[src/hdl/apc_pkg.sv]
// Shared types and constants of the asset price conversion block.
`timescale 1ns / 1ps
package apc_pkg;

  localparam int SUPPLY_BITS = 63;
  localparam logic [SUPPLY_BITS-1:0] SUPPLY_RESET = 63'd1000000000000000;

  localparam logic [1:0] ST_OK        = 2'd0;
  localparam logic [1:0] ST_NO_MATCH  = 2'd1;
  localparam logic [1:0] ST_ZERO_DIV  = 2'd2;
  localparam logic [1:0] ST_OVERFLOW  = 2'd3;

  typedef struct packed {
    logic       valid;
    logic [1:0] status;
  } ctl_t;

endpackage

[src/hdl/apc_div_cell.sv]
// One restoring division step: brings down one dividend bit and forms one quotient bit.
`timescale 1ns / 1ps
module apc_div_cell import apc_pkg::*; #(
  parameter int AB = 63,
  parameter int IB = 32
) (
  input  logic          clk,
  input  logic          rst,
  input  ctl_t          in_ctl,
  input  logic [AB-1:0] in_rem,
  input  logic [AB-1:0] in_lq,
  input  logic [AB-1:0] in_div,
  input  logic [IB-1:0] in_target,
  output ctl_t          out_ctl,
  output logic [AB-1:0] out_rem,
  output logic [AB-1:0] out_lq,
  output logic [AB-1:0] out_div,
  output logic [IB-1:0] out_target
);

  logic [AB:0] trial;
  logic        ge;
  logic [AB:0] diff;

  always_comb begin
    trial = {in_rem, in_lq[AB-1]};
    ge = trial >= {1'b0, in_div};
    diff = trial - {1'b0, in_div};
  end

  always_ff @(posedge clk) begin
    if (rst) begin
      out_ctl.valid <= 1'b0;
    end else begin
      out_ctl.valid <= in_ctl.valid;
    end
    out_ctl.status <= in_ctl.status;
    out_rem <= ge ? diff[AB-1:0] : trial[AB-1:0];
    out_lq <= {in_lq[AB-2:0], ge};
    out_div <= in_div;
    out_target <= in_target;
  end

endmodule

[config.mk]
export PLATFORM = sky130hd
export DESIGN_NAME = apc_div_cell
export DESIGN_NICKNAME = d
export VERILOG_FILES = /design/src/hdl/apc_pkg.sv /design/src/hdl/apc_div_cell.sv
export SDC_FILE = /design/constraint.sdc
export NUM_CORES = 1
export LEC_CHECK = 0
export BUFFER_PORTS_ARGS = -buffer_cell sky130_fd_sc_hd__buf_2
export CAP_MARGIN = 0
export CORE_AREA = 2 2 173 175
export DETAILED_ROUTE_END_ITERATION = 12
export DIE_AREA = 0 0 175 177
export HOLD_SLACK_MARGIN = 0.03
export SLEW_MARGIN = 5
export SYNTH_ARGS = -nofsm -noshare
export SYNTH_HDL_FRONTEND = slang
export SYNTH_SLANG_ARGS = --single-unit
[constraint.sdc]
create_clock -name clk -period 4.9 [get_ports clk]
set_clock_uncertainty 0.2 [all_clocks]
set_input_delay 0.49 -clock clk [delete_from_list [all_inputs] [get_ports clk]]
set_output_delay 0.49 -clock clk [all_outputs]
set_load 0.02 [all_outputs]
# Word level (Yosys, flattened, before mapping)
# Cells that the tools add are included.
[classes] n_addsub=1 order_cmp=1 n_mux=1
[ops] cell="$ge 64x63->1" count=1
[ops] cell="$mux 63" count=1
[ops] cell="$sub 63x63->63" count=1
[word_totals] reg_bits=224 input_bits=226

# Longest topological paths before layout
[depth] depth_word=2 mapped_depth=15 ltp_nobuf=14

# Least setup slack after synthesis
# No wires, ideal clock.
[synth_timing] kind="input to register" from="input in_lq[62]" to="register out_rem[60]" setup_ns=0.128 arrival_ns=3.240 required_ns=4.572 setup_slack_ns=1.332 cell_stages=13 cell_sequence="inv_1 > ha_1 > fa_1 > and2b_1 > o2111ai_2 > a2111oi_4 > nor3_2 > o31ai_4 > a211oi_4 > o311ai_4 > a31oi_2 > a211oi_1 > a211oi_2"
[synth_via] elab_chain_len=2
[synth_rtl] item="start, declared" line_no="apc_div_cell.sv:11" rtl="input logic [AB-1:0] in_lq,"
[synth_rtl] item="$sub 63x63->63 / $ge 64x63->1 (equally long branches)" line_no="apc_div_cell.sv:28, apc_div_cell.sv:27"
[synth_rtl] item="$mux 63 *" line_no="apc_div_cell.sv:38" rtl="out_rem <= ge ? diff[AB-1:0] : trial[AB-1:0];"
[synth_rtl] item="end signal, assigned" line_no="apc_div_cell.sv:38"
[synth_rtl] item="end, declared" line_no="apc_div_cell.sv:15" rtl="output logic [AB-1:0] out_rem,"
# Every way passes the cells marked *; elsewhere a longest branch is shown, timed or not.
# A chain may end at the register's enable or synchronous reset.

# Worst setup path in the final report
[layout_timing] from="input in_lq[62]" to="register out_rem[58]"
# The elaborated chain is that of the path after synthesis.

==> results.txt <==
----------------------------------------------------
[Floorplanning]
  DIE HEIGHT ... about 180 um
  Number of standard-cell rows in the floorplan ... between 60 and 70
  Effective utilization at floorplan ... 0.310
  Top-level I/O count ... 450
  Floorplan die width ... about 180 um
  Core Footprint ... 29,200 um^2
  Die outline area ... between 30,000 and 40,000 um^2

[Worst setup path]
  Highest net fanout along the worst path ... 3
  Startpoint class of the critical path ... primary input
  Data required time at the worst endpoint ... between 5 and 6 ns
  Crit path arrival time ... 4.48 ns
  Endpoint kind of the worst setup timing path ... register
  Type of the worst setup path ... in -> reg

[Finish]
  Commonest non-fill, non-tap cells in the layout ... 449 x sky130_fd_sc_hd__buf_2, 224 x sky130_fd_sc_hd__dfxtp_1, 223 x sky130_fd_sc_hd__dlygate4sd3_1, 118 x sky130_fd_sc_hd__nand2_1, 81 x sky130_fd_sc_hd__o21ai_0
  Inserted Diodes ... 0
  Most common cell after layout, fill and taps aside ... sky130_fd_sc_hd__buf_2
  Post-route cell area ... ~15,000 um^2
  Final core utilization ... 0.506
  Layout-stage area growth over the synthesis result ... 63.1%
  Number of nets in the layout ... between 1,500 and 2,000
  Share of layout cells above drive strength 1 ... 0.312

[Pwr]
  LEAKAGE ... 7.25 nW
  Maximum ir drop on the vdd rail ... about 0.29 mV
  Power density cells ... roughly 370 nW/um^2

[Timing]
  Highest achievable clock rate ... between 200 and 250 MHz
  Time the worst path needs with I/O delays and setup ... 4.22 ns
  Final Hold Viols ... 0
  Portion of the clock cycle consumed by the worst path in the final layout ... 0.861
  Final setup viols ... 0
  Unrepaired setup endpoints after global routing ... false
  Headroom to the max-slew limit ... 0.432
  Pin slew with the least headroom to its limit ... 0.841 ns
  Final sum of negative setup slack ... 0 ns
  Count of pins over their slew limit ... 0
  Final hold slack ... between 0.09 and 0.1 ns
  Final worst setup slack ... roughly 0.68 ns

[Detailed routing]
  Antenna Nets Post-Route ... 0
  1st-iter DRT viols ... 448
  Overall routed net length ... about 35,000 um
  Via count ... around 9,500
  Residual DRC count ... 0
  Routed wire per std cell ... around 17 um
  Avg Vias per Cell ... approximately 4.6
  Count of TritonRoute iterations in the first routing pass ... 4

[Clocking]
  CTS tree ... yes
  Root cell of the clock tree ... sky130_fd_sc_hd__clkbuf_16
  Clk sink count ... 224
  Gates resized, CTS repair ... 0
  Clock Pin Slew Worst Setup and Hold Paths ... about 0.06 ns
  Maximum clock path buffer count ... 3
  Setup Buffers After CTS ... 0
  Max H-tree Level ... 1
  CTS Buf Count ... 25

[Synth]
  Number of distinct standard cells referenced by the synthesized netlist ... between 60 and 70
  Fraction of registers with async set/reset ... 0
  Top flip-flop cell by instance count after synthesis ... sky130_fd_sc_hd__dfxtp_1
  Main combinational cell family by area after synthesis ... compound AO/OA/AOI/OAI gates
  Yosys reg bits ... between 200 and 250
  Register area share after synthesis ... 0.494
  YS warnings ... 0
  Largest cells by area after synthesis ... sky130_fd_sc_hd__dfxtp_1 49%, sky130_fd_sc_hd__ha_1 8.7%, sky130_fd_sc_hd__nand2_1 4.9%
  Syn_area_per_cell ... 9.37 um^2
  Synth Area in Compound Gates ... 0.191
  Multiplexer fraction of the synthesized cell area ... 0.00248
  Leading area contributor after synthesis ... sky130_fd_sc_hd__dfxtp_1
  Number of synthesized flops with an enable pin ... 0
  Share of Yosys cell area claimed by the top area cell type ... 0.494
  Synthesized cell area ... 9080 um^2
  Synth Area in Adders ... 0.0890
  Net Count, Synth ... 1,259
  Number of instances in the synthesized netlist ... a little under 1,000
  Xor and xnor area share after synthesis ... 0.0560
  Area share of and/or/nand/nor cells after synthesis ... 0.120

[Global route]
  Antenna violations before repair ... 4
  Vias in the first global route ... a little under 10,000
  Global-route total usage across every layer ... 0.217
  Pin count of the biggest net entering global routing ... 38
  Global-route wire length before repair ... approximately 53,000 um
  Remaining global-route overflow ... 0

[Hold path]
  Tightest Hold Check Type ... in -> reg

[Placed design]
  I/O Buffers ... roughly 450
  Final HPWL DP ... roughly 26,000 um
  Area after detailed placement ... about 12,000 um^2
  Worst slack at placement ... 0.613 ns
  Routability cong. ... 0.881

[Outcome]
  Outcome ... finished, final reports clean

[Job]
  MaxCap Viol Count ... 0

----------------------------------------------------
## cell usage after synthesis (2+ instances only)
cell type,number
sky130_fd_sc_hd__xnor2_1,30
sky130_fd_sc_hd__o31ai_1,6
sky130_fd_sc_hd__o211ai_1,4
sky130_fd_sc_hd__o31a_1,4
sky130_fd_sc_hd__nand2b_1,3
sky130_fd_sc_hd__o21ai_1,14
sky130_fd_sc_hd__a21oi_1,73
sky130_fd_sc_hd__nor2_1,34
sky130_fd_sc_hd__nor3_1,12
sky130_fd_sc_hd__buf_2,9
sky130_fd_sc_hd__dfxtp_1,224
sky130_fd_sc_hd__a211o_1,3
sky130_fd_sc_hd__nand3_1,14
sky130_fd_sc_hd__inv_1,76
sky130_fd_sc_hd__buf_1,4
sky130_fd_sc_hd__and2_1,6
sky130_fd_sc_hd__a41oi_1,2
sky130_fd_sc_hd__nand4_1,15
sky130_fd_sc_hd__o2111ai_1,3
sky130_fd_sc_hd__o21ai_0,81
sky130_fd_sc_hd__o22ai_1,2
sky130_fd_sc_hd__mux2_2,2
sky130_fd_sc_hd__and3_1,11
sky130_fd_sc_hd__or3_1,6
sky130_fd_sc_hd__o21bai_1,9
sky130_fd_sc_hd__a311oi_1,2
sky130_fd_sc_hd__xor2_1,28
sky130_fd_sc_hd__or4_1,3
sky130_fd_sc_hd__a21o_1,36
sky130_fd_sc_hd__ha_1,63
sky130_fd_sc_hd__nor2b_1,6
sky130_fd_sc_hd__o21a_1,6
sky130_fd_sc_hd__a211oi_1,4
sky130_fd_sc_hd__nand2_1,119
sky130_fd_sc_hd__or2_2,3
sky130_fd_sc_hd__a31oi_1,7
sky130_fd_sc_hd__clkbuf_1,18
## registers in the layout (all words and copies together) (netlist names)
signal      flops
out_lq         63
out_target     32
out_rem        63
out_ctl         3
out_div        63
## report_power, final
group | internal, mW | total [mW] | switching (mW)
Combinational | 0.567 | 1.41 | 0.839
Clock | 1.15 | 1.95 | 0.808
Sequential | 2.02 | 2.07 | 0.0509
## metal layers
metal / track usage / up-vias / share of wire
met4: 0.0778 / 8 / 0.035
met1: 0.250 / 4420 / 0.40
met2: 0.395 / 327 / 0.50
met5: 0 / - / 0.0013
met3: 0.0462 / 63 / 0.064
li1: - / 4679 / -
## area by class of cell
type / instances / area [um^2]
clock buffer: 34 / 719
clock inverter: 12 / 139
fill: 2663 / 14400
inverter: 77 / 289
multi-input combinational: 635 / 4170
sequential: 224 / 4480
tap: 390 / 488
timing repair buffer: 677 / 4520
## worst paths after layout
kind       start           to  slack [ns]  cells after the start
min   in_rem[59]  out_rem[60]        0.09                      3
max    in_lq[62]  out_rem[58]        0.68                     15
## stage by stage
stage | power, mW | std cells
after floorplan | 2.88 | 969
after global placement | 3.35 | 1780
after detailed placement | 3.36 | 1780
after CTS | 5.46 | 2049
after global routing | 5.68 | 2049
final | 5.43 | 2049
## critical path, cell delays in order
cell and delay [ns]:
sky130_fd_sc_hd__dlygate4sd3_1 0.52, sky130_fd_sc_hd__buf_2 0.14, sky130_fd_sc_hd__inv_1 0.05, sky130_fd_sc_hd__ha_1 0.22, sky130_fd_sc_hd__fa_1 0.40, sky130_fd_sc_hd__and2b_1 0.25
sky130_fd_sc_hd__o2111ai_2 0.18, sky130_fd_sc_hd__a2111oi_4 0.50, sky130_fd_sc_hd__o2111ai_1 0.21, sky130_fd_sc_hd__a2111oi_2 0.66, sky130_fd_sc_hd__nor3_1 0.22, sky130_fd_sc_hd__nor2_2 0.20
sky130_fd_sc_hd__a41oi_1 0.15, sky130_fd_sc_hd__xor2_1 0.17, sky130_fd_sc_hd__o21ai_1 0.12
## what timing repair did
action	4_1_cts	5_1_grt
hold buffers	223	0
setup endpoints to repair	0	0
hold endpoints to repair	222	0
## cells by family (layout without fill, tap and decap cells)
group                    after synthesis  after routing
AO/OA/AOI/OAI                        273            273
AND/OR/NAND/NOR                      238            238
flip-flops                           224            224
buffers and inverters                110            800
adder cells (fa/ha/maj)               64             64
XOR/XNOR                              58             58
multiplexers                           2              2
(Power assumes the default switching activity.)
